File: src/rtl/nts_pkg.sv
// Shared types, constants and lookup functions for the note text square wave player.
// No dependencies; imported by every module of the block.
`default_nettype none

package nts_pkg;

  localparam int unsigned TICKS_PER_MS_DEF = 1000;
  localparam int unsigned QUEUE_DEPTH_DEF  = 2;
  localparam int unsigned UNIT_MS_RST      = 150;
  localparam int unsigned MAX24            = 24'hFF_FFFF;
  localparam int unsigned MAX19            = 19'h7_FFFF;

  localparam logic [3:0] REST_CODE  = 4'd14;
  localparam logic [3:0] OTHER_CODE = 4'd15;

  typedef enum logic [1:0] {
    OP_CHAR = 2'd0,
    OP_TICK = 2'd1,
    OP_END  = 2'd2,
    OP_NONE = 2'd3
  } op_kind_t;

  typedef enum logic [4:0] {
    MODE_IDLE = 5'b00001,
    MODE_HIGH = 5'b00010,
    MODE_LOW  = 5'b00100,
    MODE_REST = 5'b01000,
    MODE_GAP  = 5'b10000
  } play_mode_t;

  typedef struct packed {
    op_kind_t    kind;
    logic [3:0]  cls;
    logic        digit;
    logic [23:0] total;
  } nts_item_t;

  localparam int unsigned ITEM_W = $bits(nts_item_t);

  function automatic logic [3:0] classify(input logic [7:0] c);
    logic [3:0] code;
    code = OTHER_CODE;
    case (c)
      8'h20: code = REST_CODE;
      8'h43: code = 4'd0;
      8'h44: code = 4'd1;
      8'h45: code = 4'd2;
      8'h46: code = 4'd3;
      8'h47: code = 4'd4;
      8'h41: code = 4'd5;
      8'h42: code = 4'd6;
      8'h63: code = 4'd7;
      8'h64: code = 4'd8;
      8'h65: code = 4'd9;
      8'h66: code = 4'd10;
      8'h67: code = 4'd11;
      8'h61: code = 4'd12;
      8'h62: code = 4'd13;
      default: code = OTHER_CODE;
    endcase
    return code;
  endfunction

  function automatic logic [10:0] half_period_of(input logic [3:0] code);
    logic [10:0] hp;
    hp = 11'd0;
    case (code)
      4'd0:  hp = 11'd1915;
      4'd1:  hp = 11'd1700;
      4'd2:  hp = 11'd1519;
      4'd3:  hp = 11'd1432;
      4'd4:  hp = 11'd1275;
      4'd5:  hp = 11'd1136;
      4'd6:  hp = 11'd1014;
      4'd7:  hp = 11'd956;
      4'd8:  hp = 11'd741;
      4'd9:  hp = 11'd560;
      4'd10: hp = 11'd473;
      4'd11: hp = 11'd351;
      4'd12: hp = 11'd212;
      4'd13: hp = 11'd90;
      default: hp = 11'd0;
    endcase
    return hp;
  endfunction

endpackage

`default_nettype wire

File: src/rtl/nts_front.sv
// Front end: decodes incoming requests, scales the unit register to ticks
// and computes item play time. Depends on nts_pkg.
`default_nettype none

module nts_front #(
  parameter int unsigned TICKS_PER_MS = nts_pkg::TICKS_PER_MS_DEF
) (
  input  wire logic              clk,
  input  wire logic              rst_n,
  input  wire logic              cfg_we,
  input  wire logic [9:0]        cfg_wdata,
  input  wire logic [1:0]        op,
  input  wire logic [7:0]        symbol,
  output nts_pkg::nts_item_t     item,
  output logic      [18:0]       gap_ticks
);
  import nts_pkg::*;

  localparam int unsigned TW       = $clog2(TICKS_PER_MS + 1);
  localparam int unsigned UW       = 10 + TW;
  localparam int unsigned GW       = 9 + TW;
  localparam logic [TW-1:0] TICKS  = TW'(TICKS_PER_MS);
  localparam int unsigned UNIT_RAW = UNIT_MS_RST * TICKS_PER_MS;
  localparam int unsigned GAP_RAW  = (UNIT_MS_RST / 2) * TICKS_PER_MS;
  localparam logic [23:0] UNIT_RST = (UNIT_RAW > MAX24) ? 24'(MAX24) : 24'(UNIT_RAW);
  localparam logic [18:0] GAP_RST  = (GAP_RAW > MAX19) ? 19'(MAX19) : 19'(GAP_RAW);

  logic [23:0]      unit_ticks_r, unit_ticks_nxt;
  logic [18:0]      gap_ticks_r, gap_ticks_nxt;
  logic [UW-1:0]    unit_prod;
  logic [GW-1:0]    gap_prod;
  logic [31:0]      unit_prod32, gap_prod32;
  logic             is_digit;
  logic [3:0]       len;
  logic [27:0]      tot_prod;

  assign unit_prod   = UW'(cfg_wdata) * UW'(TICKS);
  assign gap_prod    = GW'(cfg_wdata[9:1]) * GW'(TICKS);
  assign unit_prod32 = 32'(unit_prod);
  assign gap_prod32  = 32'(gap_prod);

  always_comb begin
    unit_ticks_nxt = unit_ticks_r;
    gap_ticks_nxt  = gap_ticks_r;
    if (cfg_we) begin
      unit_ticks_nxt = (unit_prod32 > MAX24) ? 24'(MAX24) : unit_prod32[23:0];
      gap_ticks_nxt  = (gap_prod32 > MAX19) ? 19'(MAX19) : gap_prod32[18:0];
    end
  end

  always_ff @(posedge clk) begin
    if (!rst_n) begin
      unit_ticks_r <= UNIT_RST;
      gap_ticks_r  <= GAP_RST;
    end else begin
      unit_ticks_r <= unit_ticks_nxt;
      gap_ticks_r  <= gap_ticks_nxt;
    end
  end

  always_comb begin
    is_digit   = (op == OP_CHAR) && (symbol inside {[8'h31:8'h39]});
    len        = is_digit ? symbol[3:0] : 4'd1;
    tot_prod   = 28'(len) * 28'(unit_ticks_r);
    item.kind  = op_kind_t'(op);
    item.cls   = classify(symbol);
    item.digit = is_digit;
    item.total = (tot_prod > 28'(MAX24)) ? 24'(MAX24) : tot_prod[23:0];
  end

  assign gap_ticks = gap_ticks_r;

endmodule

`default_nettype wire

File: src/rtl/nts_queue.sv
// Short register queue between the decode front end and the player back end.
// Depends on nts_pkg for default widths only.
`default_nettype none

module nts_queue #(
  parameter int unsigned WIDTH = nts_pkg::ITEM_W,
  parameter int unsigned DEPTH = nts_pkg::QUEUE_DEPTH_DEF
) (
  input  wire logic             clk,
  input  wire logic             rst_n,
  input  wire logic             push,
  input  wire logic [WIDTH-1:0] wdata,
  input  wire logic             pop,
  output logic                  full,
  output logic                  valid,
  output logic      [WIDTH-1:0] rdata
);
  import nts_pkg::*;

  localparam int unsigned AW = (DEPTH > 1) ? $clog2(DEPTH) : 1;
  localparam int unsigned CW = $clog2(DEPTH + 1);

  logic [WIDTH-1:0] mem_r [DEPTH];
  logic [AW-1:0]    wptr_r, wptr_nxt, rptr_r, rptr_nxt;
  logic [CW-1:0]    cnt_r, cnt_nxt;

  assign full  = (cnt_r == CW'(DEPTH));
  assign valid = (cnt_r != '0);
  assign rdata = mem_r[rptr_r];

  always_comb begin
    wptr_nxt = wptr_r;
    rptr_nxt = rptr_r;
    cnt_nxt  = cnt_r;
    if (push) begin
      wptr_nxt = (wptr_r == AW'(DEPTH - 1)) ? '0 : wptr_r + AW'(1);
    end
    if (pop) begin
      rptr_nxt = (rptr_r == AW'(DEPTH - 1)) ? '0 : rptr_r + AW'(1);
    end
    if (push && !pop) begin
      cnt_nxt = cnt_r + CW'(1);
    end else if (pop && !push) begin
      cnt_nxt = cnt_r - CW'(1);
    end
  end

  always_ff @(posedge clk) begin
    if (!rst_n) begin
      wptr_r <= '0;
      rptr_r <= '0;
      cnt_r  <= '0;
    end else begin
      wptr_r <= wptr_nxt;
      rptr_r <= rptr_nxt;
      cnt_r  <= cnt_nxt;
    end
  end

  always_ff @(posedge clk) begin
    if (push) begin
      mem_r[wptr_r] <= wdata;
    end
  end

endmodule

`default_nettype wire

File: src/rtl/nts_back.sv
// Back end: the player state machine, tone and gap counters, and the result register.
// Depends on nts_pkg.
`default_nettype none

module nts_back (
  input  wire logic               clk,
  input  wire logic               rst_n,
  input  wire logic               q_valid,
  input  wire nts_pkg::nts_item_t q_item,
  output logic                    q_pop,
  input  wire logic [18:0]        gap_ticks,
  output logic                    out_tvalid,
  input  wire logic               out_tready,
  output logic      [7:0]         out_tdata
);
  import nts_pkg::*;

  play_mode_t  mode_r, mode_nxt;
  logic        pend_v_r, pend_v_nxt;
  logic [3:0]  pend_note_r, pend_note_nxt;
  logic [10:0] half_r, half_nxt;
  logic [10:0] hcnt_r, hcnt_nxt;
  logic [23:0] elapsed_r, elapsed_nxt;
  logic [23:0] total_r, total_nxt;
  logic [18:0] gap_r, gap_nxt;
  logic        out_valid_r, out_valid_nxt;
  logic        pin_r, ready_r, drop_r;
  logic        drop_nxt;
  logic        start_go, gap_go;
  logic [10:0] hc_inc;
  logic [24:0] el_sum;
  logic [23:0] el_sat;
  logic [18:0] gap_dec;

  assign q_pop = q_valid && (!out_valid_r || out_tready);

  always_comb begin
    mode_nxt      = mode_r;
    pend_v_nxt    = pend_v_r;
    pend_note_nxt = pend_note_r;
    half_nxt      = half_r;
    hcnt_nxt      = hcnt_r;
    elapsed_nxt   = elapsed_r;
    total_nxt     = total_r;
    gap_nxt       = gap_r;
    drop_nxt      = 1'b0;
    start_go      = 1'b0;
    gap_go        = 1'b0;
    hc_inc        = hcnt_r + 11'd1;
    el_sum        = {1'b0, elapsed_r} + {13'd0, half_r, 1'b0};
    el_sat        = el_sum[24] ? 24'(MAX24) : el_sum[23:0];
    gap_dec       = (gap_r != '0) ? gap_r - 19'd1 : '0;
    if (q_pop) begin
      case (q_item.kind)
        OP_CHAR: begin
          if (mode_r != MODE_IDLE) begin
            drop_nxt = 1'b1;
          end else if (pend_v_r) begin
            start_go = 1'b1;
            if (q_item.digit || q_item.cls == OTHER_CODE) begin
              pend_v_nxt = 1'b0;
            end else begin
              pend_note_nxt = q_item.cls;
            end
          end else if (q_item.cls != OTHER_CODE) begin
            pend_note_nxt = q_item.cls;
            pend_v_nxt    = 1'b1;
          end
        end
        OP_END: begin
          if (mode_r != MODE_IDLE) begin
            drop_nxt = 1'b1;
          end else if (pend_v_r) begin
            start_go   = 1'b1;
            pend_v_nxt = 1'b0;
          end
        end
        OP_TICK: begin
          case (mode_r)
            MODE_HIGH: begin
              if (hc_inc >= half_r) begin
                hcnt_nxt = '0;
                mode_nxt = MODE_LOW;
              end else begin
                hcnt_nxt = hc_inc;
              end
            end
            MODE_LOW: begin
              if (hc_inc >= half_r) begin
                hcnt_nxt    = '0;
                elapsed_nxt = el_sat;
                if (el_sat < total_r) begin
                  mode_nxt = MODE_HIGH;
                end else begin
                  gap_go = 1'b1;
                end
              end else begin
                hcnt_nxt = hc_inc;
              end
            end
            MODE_REST: begin
              elapsed_nxt = (elapsed_r == 24'(MAX24)) ? elapsed_r : elapsed_r + 24'd1;
              if (elapsed_nxt >= total_r) begin
                gap_go = 1'b1;
              end
            end
            MODE_GAP: begin
              gap_nxt = gap_dec;
              if (gap_dec == '0) begin
                mode_nxt = MODE_IDLE;
              end
            end
            default: begin
              mode_nxt = MODE_IDLE;
            end
          endcase
        end
        default: begin
        end
      endcase
    end
    if (start_go) begin
      total_nxt   = q_item.total;
      elapsed_nxt = '0;
      hcnt_nxt    = '0;
      if (q_item.total == '0) begin
        gap_go = 1'b1;
      end else if (pend_note_r != REST_CODE) begin
        half_nxt = half_period_of(pend_note_r);
        mode_nxt = MODE_HIGH;
      end else begin
        mode_nxt = MODE_REST;
      end
    end
    if (gap_go) begin
      gap_nxt  = gap_ticks;
      mode_nxt = (gap_ticks == '0) ? MODE_IDLE : MODE_GAP;
    end
  end

  always_comb begin
    out_valid_nxt = out_valid_r;
    if (q_pop) begin
      out_valid_nxt = 1'b1;
    end else if (out_tready) begin
      out_valid_nxt = 1'b0;
    end
  end

  always_ff @(posedge clk) begin
    if (!rst_n) begin
      mode_r      <= MODE_IDLE;
      pend_v_r    <= 1'b0;
      out_valid_r <= 1'b0;
    end else begin
      mode_r      <= mode_nxt;
      pend_v_r    <= pend_v_nxt;
      out_valid_r <= out_valid_nxt;
    end
  end

  always_ff @(posedge clk) begin
    pend_note_r <= pend_note_nxt;
    half_r      <= half_nxt;
    hcnt_r      <= hcnt_nxt;
    elapsed_r   <= elapsed_nxt;
    total_r     <= total_nxt;
    gap_r       <= gap_nxt;
    if (q_pop) begin
      pin_r   <= (mode_nxt == MODE_HIGH);
      ready_r <= (mode_nxt == MODE_IDLE);
      drop_r  <= drop_nxt;
    end
  end

  assign out_tvalid = out_valid_r;
  assign out_tdata  = {5'd0, drop_r, ready_r, pin_r};

  a_gap_nonzero : assert property (@(posedge clk) disable iff (!rst_n)
    (mode_r == MODE_GAP) |-> (gap_r != '0))
    else $error("gap mode with empty gap counter");

  a_half_bound : assert property (@(posedge clk) disable iff (!rst_n)
    (mode_r == MODE_HIGH || mode_r == MODE_LOW) |-> (hcnt_r < half_r))
    else $error("half-cycle counter past half period");

  a_drop_hold : assert property (@(posedge clk) disable iff (!rst_n)
    (q_pop && q_item.kind == OP_CHAR && mode_r != MODE_IDLE)
      |=> (mode_r == $past(mode_r) && pend_v_r == $past(pend_v_r)))
    else $error("dropped character changed player state");

  a_pin_idle : assert property (@(posedge clk) disable iff (!rst_n)
    out_valid_r |-> !(pin_r && ready_r))
    else $error("pin high while reporting idle");

  a_busy_no_start : assert property (@(posedge clk) disable iff (!rst_n)
    (q_pop && mode_r == MODE_GAP && q_item.kind != OP_TICK) |=> (mode_r == MODE_GAP))
    else $error("non-tick request left gap mode");

endmodule

`default_nettype wire

File: src/rtl/note_text_square_wave_player.sv
// Top level of the note text square wave player: front end, queue and back end.
// Depends on nts_pkg, nts_front, nts_queue and nts_back.
//
// Usage:
//   in_*  : request stream. in_tuser[1:0] is op (0 character, 1 one-tick time step,
//           2 end of string); in_tdata[7:0] is the ASCII symbol.
//   out_* : one result per request. out_tdata bit 0 pin_level, bit 1 ready_res,
//           bit 2 dropped, upper bits zero.
//   cfg_* : cfg_we writes unit_ms from cfg_wdata; write only while no request is
//           in flight. It takes effect for requests accepted after the write edge.
// Order: an accepted request is written into the queue, and its result is registered when the back end pops it.
// Throughput: one request per cycle while out_tready is high; the back end updates its state
//   once per request and the queue holds QUEUE_DEPTH requests.
// Reset: unit_ms returns to 150, the player is idle with nothing pending and the
//   output register is empty.
// Stall: while out_tready is low the result register holds, the queue fills, and
//   in_tready drops once QUEUE_DEPTH requests are waiting.
`default_nettype none

module note_text_square_wave_player #(
  parameter int unsigned TICKS_PER_MS = nts_pkg::TICKS_PER_MS_DEF,
  parameter int unsigned QUEUE_DEPTH  = nts_pkg::QUEUE_DEPTH_DEF
) (
  input  wire logic       clk,
  input  wire logic       rst_n,
  input  wire logic       in_tvalid,
  output logic            in_tready,
  input  wire logic [7:0] in_tdata,   // [7:0] symbol
  input  wire logic [1:0] in_tuser,   // [1:0] op
  output logic            out_tvalid,
  input  wire logic       out_tready,
  output logic      [7:0] out_tdata,  // [0] pin_level, [1] ready_res, [2] dropped
  input  wire logic       cfg_we,
  input  wire logic [9:0] cfg_wdata   // [9:0] unit_ms
);
  import nts_pkg::*;

  nts_item_t   dec_item;
  nts_item_t   q_item;
  logic [18:0] gap_ticks;
  logic        q_full, q_valid, q_pop, q_push;

  assign in_tready = !q_full;
  assign q_push    = in_tvalid && in_tready;

  nts_front #(
    .TICKS_PER_MS(TICKS_PER_MS)
  ) u_front (
    .clk       (clk),
    .rst_n     (rst_n),
    .cfg_we    (cfg_we),
    .cfg_wdata (cfg_wdata),
    .op        (in_tuser),
    .symbol    (in_tdata),
    .item      (dec_item),
    .gap_ticks (gap_ticks)
  );

  nts_queue #(
    .WIDTH(ITEM_W),
    .DEPTH(QUEUE_DEPTH)
  ) u_queue (
    .clk   (clk),
    .rst_n (rst_n),
    .push  (q_push),
    .wdata (dec_item),
    .pop   (q_pop),
    .full  (q_full),
    .valid (q_valid),
    .rdata (q_item)
  );

  nts_back u_back (
    .clk        (clk),
    .rst_n      (rst_n),
    .q_valid    (q_valid),
    .q_item     (q_item),
    .q_pop      (q_pop),
    .gap_ticks  (gap_ticks),
    .out_tvalid (out_tvalid),
    .out_tready (out_tready),
    .out_tdata  (out_tdata)
  );

endmodule

`default_nettype wire
File: config.mk
export PLATFORM = sky130hd
export DESIGN_NAME = note_text_square_wave_player
export DESIGN_NICKNAME = d
export VERILOG_FILES = /design/src/rtl/nts_pkg.sv /design/src/rtl/nts_front.sv /design/src/rtl/nts_queue.sv /design/src/rtl/nts_back.sv /design/src/rtl/note_text_square_wave_player.sv
export SDC_FILE = /design/constraint.sdc
export NUM_CORES = 1
export LEC_CHECK = 0
export BUFFER_PORTS_ARGS = -buffer_cell sky130_fd_sc_hd__buf_2
export CORE_MARGIN = 2
export CORE_UTILIZATION = 31
export CTS_BUF_LIST = sky130_fd_sc_hd__clkbuf_4 sky130_fd_sc_hd__clkbuf_8
export CTS_CLUSTER_DIAMETER = 30
export DETAILED_ROUTE_END_ITERATION = 7
export PLACE_DENSITY = 0.54
export SYNTH_ARGS = -nofsm -noshare
export SYNTH_HDL_FRONTEND = slang
export SYNTH_SLANG_ARGS = --single-unit
File: constraint.sdc
create_clock -name clk -period 5.5 [get_ports clk]
set_input_delay 1.1 -clock clk [delete_from_list [all_inputs] [get_ports clk]]
set_output_delay 1.1 -clock clk [all_outputs]
set_load 0.05 [all_outputs]
# --- Word level (Yosys, flattened, before mapping) ---
# Memories as Yosys holds them, arrays and structs flattened. A register that Yosys moved wholly into a read port is not among the register bits.
# Cells that the tools add are included.
totals:
  register_bits: 139
  in_bits: 25
  rom_bits: 176
  memories: 2
  mem_bits_rw: 62
mem_list:
  columns: ["memory", "words", "word_bits", "rd", "rd_clocked_by_memory_dff", "write_ports", "line_no", "source"]
  rows:
  - ["(no name shown)", 16, 11, 1, 1, 0, "nts_pkg.sv:67", "case (code)"]
  - ["u_queue.mem_r", 2, 31, 1, 1, 1, "nts_queue.sv:23", "logic [WIDTH-1:0] mem_r [DEPTH];"]
op_classes:
  n_mul: 3
  bitwise: 2
  addsub: 8
  n_eq_ne: 33
  mux: 59
  n_lt_le_gt_ge: 8
  n_reduce_logical: 35
op_table:
  columns: ["cell", "count"]
  rows:
  - ["24-bit two-way mux", 5]
  - ["19-bit two-way mux", 6]
  - ["8-bit by 7-bit equality test with 1-bit output (second input constant)", 14]
  - ["4-bit case mux with 15 select lines", 1]
  - ["5-bit two-way mux", 10]
  - ["24-bit case mux with 2 select lines", 1]
  - ["19-bit zero test", 2]
  - ["28-bit by 24-bit > comparator with 1-bit output (second input constant)", 1]
  - ["4-bit by 24-bit multiplier with 28-bit output", 1]
  - ["24-bit by 12-bit adder with 25-bit output", 1]
  - ["1-bit two-way mux", 25]
  - ["24-bit by 1-bit adder with 24-bit output (second input constant)", 1]
  - ["24-bit equality test (second input constant)", 1]
  - ["24-bit >= comparator", 1]
  - ["20-bit by 24-bit > comparator with 1-bit output (second input constant)", 1]
  - ["24-bit zero test", 1]
  - ["24-bit less-than comparator", 1]
  - ["4-bit two-way mux", 5]
  - ["5-bit case mux with 4 select lines", 1]
  - ["19-bit > comparator (second input constant)", 1]
  - ["19-bit nonzero test", 1]
  - ["19-bit by 1-bit subtractor with 19-bit output (second input constant)", 1]
  - ["2-bit nonzero test", 9]
  - ["10-bit by 7-bit multiplier with 17-bit output (second input constant)", 1]
  - ["33 further kinds", 56]

# --- Logic depth before layout (Yosys ltp) ---
# Gate-level depths: netlist (run 1).
depth:
  ltp_word: 12
  ltp_mapped: 22
  ltp_nobuf: 19

# --- Hierarchy ---
# From an unflattened synthesis (run 1), not the netlist that was laid out.
unflattened:
  cells_unflattened: 1815
  area_unflattened_um2: 16881.2
modules_own_cells:
  columns: ["module", "cells_each", "area_each_um2", "seq_area_each_um2", "instances"]
  rows:
  - ["nts_back", 952, 8308.0, 2672.6, 1]
  - ["nts_front", 743, 6115.9, 640.6, 1]
  - ["nts_queue", 118, 2447.3, 1961.9, 1]
  - ["note_text_square_wave_player", 2, 10.0, 0.0, 1]

# --- Least setup slack after synthesis (run 1) ---
# OpenSTA, ideal clock, no wires.
synth_path:
  path_type: "input -> register"
  startpoint: "in in_tdata[6]"
  endpoint: "mem u_queue.mem_r[0][10] in the netlist's numbering (data pin)"
  required_ns: 5.226
  arrival_ns: 5.655
  path_slack_ns: -0.429
  stages: 21
  path_cell_list: "nand4bb_1 -> nor4_1 -> clkbuf_1 -> and2_1 -> clkbuf_1 -> clkbuf_1 -> nand2_1 -> fa_1 -> fa_1 -> inv_1 -> ha_1 -> a21oi_1 -> or3b_1 -> nand4_1 -> a211oi_1 -> o21a_1 -> o21a_1 -> o31a_1 -> clkbuf_1 -> clkbuf_1 -> nand2_1"
synth_lines:
  columns: ["item", "line_no", "source"]
  rows:
  - ["from (decl)", "note_text_square_wave_player.sv:28", "input wire logic [7:0] in_tdata,"]
  - ["to (decl)", "nts_queue.sv:23", null]

==> summary.txt, run 1 <==
Run status - complete, no violations
Post-synth EDFFs - 117
Most common flop cell mapped by yosys - edfxtp_1
Via density - 5.082
GRT Total Usage - 0.1477
Largest net degree at the start of global routing - 53
Avg Synthesized Cell Area - 9.268 um2
CP dominant cell by count - fa_1
Gpl congestion - 0.8454
Ports - 35
Num CTS Buffers - 17
Comb pwr share - 0.422
Final wirelength - 39380 um
RSZ-0062 raised after global routing - no
Crit end category - flip-flop
Die X - 232.5 um
Post-route ant nets - 0
Final core occ - 0.3473
Pwr per Cell Area - 277.7 mW/mm2
DP HPWL - 30710 um
DRC - 0
Clock power share - 0.185
DR WL/cell - 15.85 um
Fmax - 190.9 MHz
Area of the mapped netlist - 0.01618 mm2
Worst hold path type - reg2reg
Non-filler cells, final - 2485
Final hold violations - 0
Max-cap viol count - 0
Met3 Use GR - 0.01887
P_int - 3.022 mW
Max Slew Vio Count - 0
DR vias - 12630
Cells after Synth - 1746
Dpl cells - 2450
Fin crit share - 0.9523
Synth top area cells - edfxtp_1, ha_1, dfxtp_1
Clock tree from TritonCTS - done
Leading area contributor after synthesis - edfxtp_1
Met1 Track Usage GR - 0.1968
Unique cell type count in the Yosys netlist - 92
Async SR Flop Fraction - 0
Share of layout cells above drive strength 1 - 0.1131
Most used routing layer - met2
Critical Path Fanout Max - 6
Sw frac - 0.3916
Max transition margin - 0.4106
Clk sinks - 196
Peak VDD IR - 0.2493 mV
Setup violations, final - 0
Vias in the first global route - 12490
Clock Root Buffer - clkbuf_8
Syn. warnings - 0
Clk slew on worst S/H paths - 100 ps
Detailed router's first-iteration violation count - 722
DRT Pass-1 Iters - 5
Die height - 232.5 um
Die area - 0.05404 mm2
Tmin final - 5238 ps
# rows - 83
Highest cell delay on the worst timing path - 540 ps
Commonest cells in the netlist - nand2_1, ha_1, inv_1
Power Total - 4.967 mW
Met2 Use GR - 0.2532
Worst slew pin tran - 884.1 ps
Synth top area share - 0.2171
Layout Nets - 2049
Clk buf depth - 2
CTS Hold Bufs - 0
Reg power frac - 0.393
Crit Path Class - in2reg
Seq/Total Area, Yosys - 0.3149
Port Buf Inserts - 29
Top-count cell post-synth - nand2_1
Dpl ws - -234.3 ps
First-pass GRT wire length - 64540 um
Flip-flop and latch count after synthesis - 196
Core footprint - 0.05151 mm2
Initial antenna violation count - 2
Worst setup margin - 262.4 ps
NetSw - 1.945 mW
Critical-path top delay cell - fa_1
Cell chain of the critical path - buf_2 > buf_4 > o21ai_0 > nand2_1 > nor4_1 > buf_4 > and2_1 > nand2_1 > fa_1 > fa_1 > inv_1 > fa_1 > a21oi_2 > o211ai_1 > a2111oi_4 > o31ai_1 > o21ai_1 > a21boi_0 > o21ai_0 > a21oi_1
Worst Path Arrival - 5460 ps
LEAKAGE - 7.546 nW
WHS - 501.8 ps
Clock skew - 16.61 ps
CP Data Required Time - 5720 ps
Gr ovfl total - 0
Clk Latency, worst-skew pair - 480 ps
CP startpoint kind - input port
Starting Density - 0.3142
Layout area overhead - 10.55%
H-tree depth - 4
==> placed cells by master, fill, tap and decap left out, types with 17 or more instances in the layout <==
| cell | count |
|---|---|
| inv_1 | 133 |
| nor4_1 | 19 |
| nand2_1 | 190 |
| dfxtp_1 | 79 |
| fa_1 | 69 |
| a211oi_1 | 18 |
| ha_1 | 163 |
| mux2i_1 | 28 |
| nand4_1 | 22 |
| xnor2_1 | 44 |
| nor2b_1 | 37 |
| nor3_1 | 32 |
| nor2_1 | 99 |
| buf_2 | 29 |
| o21ai_0 | 101 |
| edfxtp_1 | 117 |
| a21oi_1 | 95 |
| o31ai_1 | 18 |
| xor2_1 | 36 |
| clkbuf_8 | 17 |
| and3_1 | 31 |
| a21o_1 | 24 |
| mux2_2 | 27 |
| nand3_1 | 40 |
| buf_4 | 70 |
==> metal layers <==
metal  part of all wire  vias to the layer above
li1                   -                     6327
met1               0.47                     6080
met2               0.49                      187
met3              0.031                       35
met4              0.013                        0
met5                  0                        -
==> stage by stage <==
step | TNS [ps] | cell area, um2
global route | 0 | 17890
floorplan | 0 | 16260
finish | 0 | 17890
detailed placement | -5143 | 17420
global placement | -2617 | 17420
CTS | 0 | 17800
==> flip-flops by register name, indices dropped and copies added, names as in the netlist, named ones only <==
register,count
u_back.drop_r,1
u_back.elapsed_r,24
u_back.gap_r,19
u_back.half_r,11
u_back.hcnt_r,11
u_back.mode_r,5
u_back.out_tvalid,1
u_back.pend_note_r,4
u_back.pend_v_r,1
u_back.pin_r,1
u_back.ready_r,1
u_back.total_r,22
u_front.gap_ticks,16
u_front.unit_ticks_r,16
u_queue.cnt_r,2
u_queue.mem_r,58
u_queue.rptr_r,1
u_queue.wptr_r,1
==> cell families after synthesis <==
logic type / share of synthesized area
DFF: 0.3149
adders and majority gates: 0.2126
other: 0.0002317
AOI/OAI and AO/OA: 0.1529
buffers and inverters: 0.05397
muxes: 0.03611
xor gates and xnor gates: 0.04330
and+or+nand+nor: 0.1860
==> worst paths after layout <==
path	from	to	slack [ps]	depth (start not counted)
worst max register to register	u_back.half_r[0]	u_back.ready_r	330	21
worst min-delay path	u_front.gap_ticks[15]	u_front.gap_ticks[15]	500	2
worst max-delay path	in_tdata[3]	u_queue.mem_r[0][23]	260	20
worst min register to register	u_front.gap_ticks[15]	u_front.gap_ticks[15]	500	2
==> critical path, delay by kind of cell <==
kind                     cells  cell delay (ps)
AO/OA/AOI/OAI                9             1670
buffers and inverters        4              530
AND/OR/NAND/NOR              4              610
adder cells (fa/ha/maj)      3             1530
==> power by group through the flow <==
stage                     Combinational, mW  Sequential [mW]  Clock, mW
after floorplan                        1.60             1.90          0
after global placement                 2.08             1.98          0
after detailed placement               2.10             1.99          0
after CTS                              2.12             1.95      0.949
after global routing                   2.38             1.97       1.00
final                                  2.10             1.95      0.921
==> area by class of cell <==
class | count | area, um2
Fill cell | 5365 | 33620
Multi-Input combinational cell | 1338 | 10330
Sequential cell | 196 | 5095
Tap cell | 680 | 850.8
Timing Repair Buffer | 102 | 721.9
Inverter | 136 | 510.5
Clock buffer | 18 | 241.5
Clock inverter | 14 | 137.6
Antenna cell | 1 | 2.502
==> repair_timing <==
| action | 4_1_cts | 5_1_grt |
|---|---|---|
| resized for setup | 0 | 12 |
| endpoints found under the hold margin | 0 | 0 |
| setup endpoints to repair | 0 | 46 |
| buffers inserted | 0 | 2 |
Note: power is estimated with default switching activity, not from simulation.
==> inputs of run 2 (changes only) <==
Settings changed: CORE_UTILIZATION 31 to 30, PLACE_DENSITY 0.54 to 0.53, SYNTH_HIERARCHICAL from default to 1.
==> run 2 against run 1 <==
Register-to-register slack worse by 60 ps. Design area up 9.2%. Area after synthesis up 4.3%. Via count up 7.3%. Total power up 29%. Non-clock buffer count up 9. Final cell count up 8.6%. Synthesized cell count up 4.0%. Critical endpoint is now u_back/gap_r[17]. Highest routed layer unchanged.
==> summary.txt, run 2 <==
Multi-input gate area - 0.01054 mm2
Num CTS Buffers - 55
Worst Path Arrival - 5550 ps
Crit end category - flip-flop
Metal2 WL - 20200 um
Clk sinks - 202
Leading area contributor after synthesis - edfxtp_1
Gpl congestion - 0.8520
Most common flop cell mapped by yosys - edfxtp_1
Top-count cell post-synth - inv_1
DRC - 0
RR Startpoint - u_back/elapsed_r[1]
R2R Setup Slk - 270 ps
Critical-path top delay cell - dfxtp_1
Layout area overhead - 15.71%
# rows - 86
Max-cap viol count - 0
Final wirelength - 42840 um
Worst hold path type - reg2reg
LEAKAGE - 8.547 nW
Core footprint - 0.05542 mm2
Delay-heaviest family, CP - compound AO/OA/AOI/OAI gates
DP HPWL - 32720 um
R2r endpoint - u_back/gap_r[17]
Hold Path End - u_back/hcnt_r[10]
DR vias - 13550
Vias in the first global route - 13810
Biggest register - u_queue/mem_r
Max transition margin - 0.2912
Final hold violations - 0
Fill cells - 5653
WP buf/inv - 3
Unique cell type count in the Yosys netlist - 94
Peak VDD IR - 0.1753 mV
Highest cell delay on the worst timing path - 410 ps
H-tree depth - 2
Commonest cells after routing, fill and taps aside - inv_1, ha_1, nand2_1, edfxtp_1, o21ai_0
Clk slew on worst S/H paths - 50 ps
Hold depth - 2
Post-synth EDFFs - 123
Die X - 241.2 um
Commonest cells in the netlist - inv_1, ha_1, nand2_1
Port Buf Inserts - 29
Initial antenna violation count - 1
Largest register FFs - 62
Fin crit share - 0.9518
Ports - 35
Gr ovfl total - 0
Synth top area share - 0.2188
Cells after Synth - 1815
GRT Total Usage - 0.1516
Worst slew pin tran - 1055 ps
Flip-flop and latch count after synthesis - 202
Async SR Flop Fraction - 0
Fmax - 191.0 MHz
Via density - 5.022
Max Slew Vio Count - 0
Die area - 0.05818 mm2
First-pass GRT wire length - 71300 um
R2r worst-path depth - 21
Clock tree from TritonCTS - done
Clk buf depth - 3
Area of the mapped netlist - 0.01688 mm2
Post-route ant nets - 0
Run status - complete, no violations
Cell chain of the critical path - ha_1 > inv_1 > fa_1 > nor2b_1 > o21ai_0 > a21boi_1 > o2111ai_1 > a21oi_1 > buf_4 > nand3_1 > mux2_2 > ha_1 > nand2_1 > nor3_1 > nand2_1 > nor3_1 > o21ai_1 > a211oi_4 > or2_4 > o21bai_2 > buf_12
Avg Synthesized Cell Area - 9.301 um2
RSZ-0062 raised after global routing - no
Register area - 0.005275 mm2
CTS Hold Bufs - 0
Largest regs - u_queue/mem_r x62, u_back/elapsed_r x24, u_back/total_r x24
Synth top area cells - edfxtp_1, ha_1, dfxtp_1
Detailed router's first-iteration violation count - 877
Clock skew - 23.75 ps
Setup bufs post-CTS - 0
Share of layout cells above drive strength 1 - 0.1467
Critical Path Fanout Max - 19
CP startpoint kind - flip-flop
M1 WL - 19950 um
Min-delay src - u_back/hcnt_r[10]
Layout Nets - 2160
Seq/Total Area, Yosys - 0.3125
Clk Latency, worst-skew pair - 630 ps
Worst setup margin - 265.3 ps
Dpl ws - -165.2 ps
Tmin final - 5235 ps
Routed wl met3 - 1693 um
Pwr per Cell Area - 328.0 mW/mm2
Largest net degree at the start of global routing - 50
DRT Pass-1 Iters - 5
Setup violations, final - 0
Die height - 241.2 um
Power Total - 6.407 mW
CP Data Required Time - 5820 ps
Crit Path Class - reg2reg
Syn. warnings - 6
Starting Density - 0.3046
Most common cell after layout, fill and taps aside - inv_1
Top sig layer - met4
DR WL/cell - 15.87 um
Clock Root Buffer - clkbuf_8
## run 2: final cells by class
type,instances,area share
well taps,748,0.04791
repair buffers,111,0.04023
clock inverters,39,0.02639
clock buffers,65,0.04388
diodes,1,0.0001281
multi-input cells,1368,0.5397
flip-flops and latches,202,0.2700
inverters,165,0.03171
## run 2: power by group
part	internal (mW)	switching, mW
sequential	1.82	0.119
clock	1.58	0.837
combinational	0.846	1.20
## run 2: kinds of logic after synthesis
logic type,count (synthesis),synth area share
AND/OR/NAND/NOR,571,0.1760
AO/OA/AOI/OAI,412,0.1585
buffers and inverters,251,0.06567
adder cells (fa/ha/maj),232,0.2031
flip-flops,202,0.3125
XOR/XNOR,78,0.04047
multiplexers,67,0.04336
other,2,0.0004449
## run 2: worst max path at each step
stage                                    from              endpoint  slack [ps]  depth (start not counted)
after detailed placement          in_tuser[1]  u_queue/mem_r[0][19]        -170                         15
after floorplan                   in_tuser[1]  u_queue/mem_r[0][11]         260                         16
final                     u_back/elapsed_r[1]      u_back/gap_r[17]         270                         21
after CTS                 u_back/elapsed_r[1]      u_back/gap_r[15]          40                         21
after global routing         u_back/half_r[0]      u_back/gap_r[17]           5                         21
after global placement            in_tuser[1]  u_queue/mem_r[1][11]        -110                         17
## run 2: timing repair
| item | CTS | global route |
|---|---|---|
| resized for setup | 0 | 2 |
| hold endpoints to repair | 0 | 0 |
| endpoints found under the setup margin | 0 | 39 |
## run 2: metal layers
metal | vias up | GRT usage
met3 | 67 | 0.02279
li1 | 6702 | -
met2 | 301 | 0.2549
met1 | 6484 | 0.1990
met5 | - | 0
met4 | 0 | 0.05107
## run 2: metrics by stage
| step | std cells | hold WS (ps) | setup TNS (ps) | util | cell area, um2 |
|---|---|---|---|---|---|
| 2_1_floorplan | 1821 | 444.4 | 0 | - | 16900 |
| 3_3_place_gp | 2594 | 455.2 | -3116 | 0.3276 | 18160 |
| 3_5_place_dp | 2594 | 464.7 | -3893 | 0.3276 | 18160 |
| 4_1_cts | 2698 | 471.6 | 0 | 0.3524 | 19530 |
| 5_1_grt | 2699 | 499.3 | 0 | 0.3525 | 19530 |
| 6_report | 2699 | 467.3 | 0 | 0.3525 | 19530 |
## run 2: worst reg2reg max path: cells and delay by family, from the launching register on
family / cells / cell delay (ps)
compound gates: 7 / 1760
fa+ha+maj: 3 / 890
buf+inv: 3 / 430
flops: 1 / 410
mux: 1 / 300
simple gates: 7 / 1130
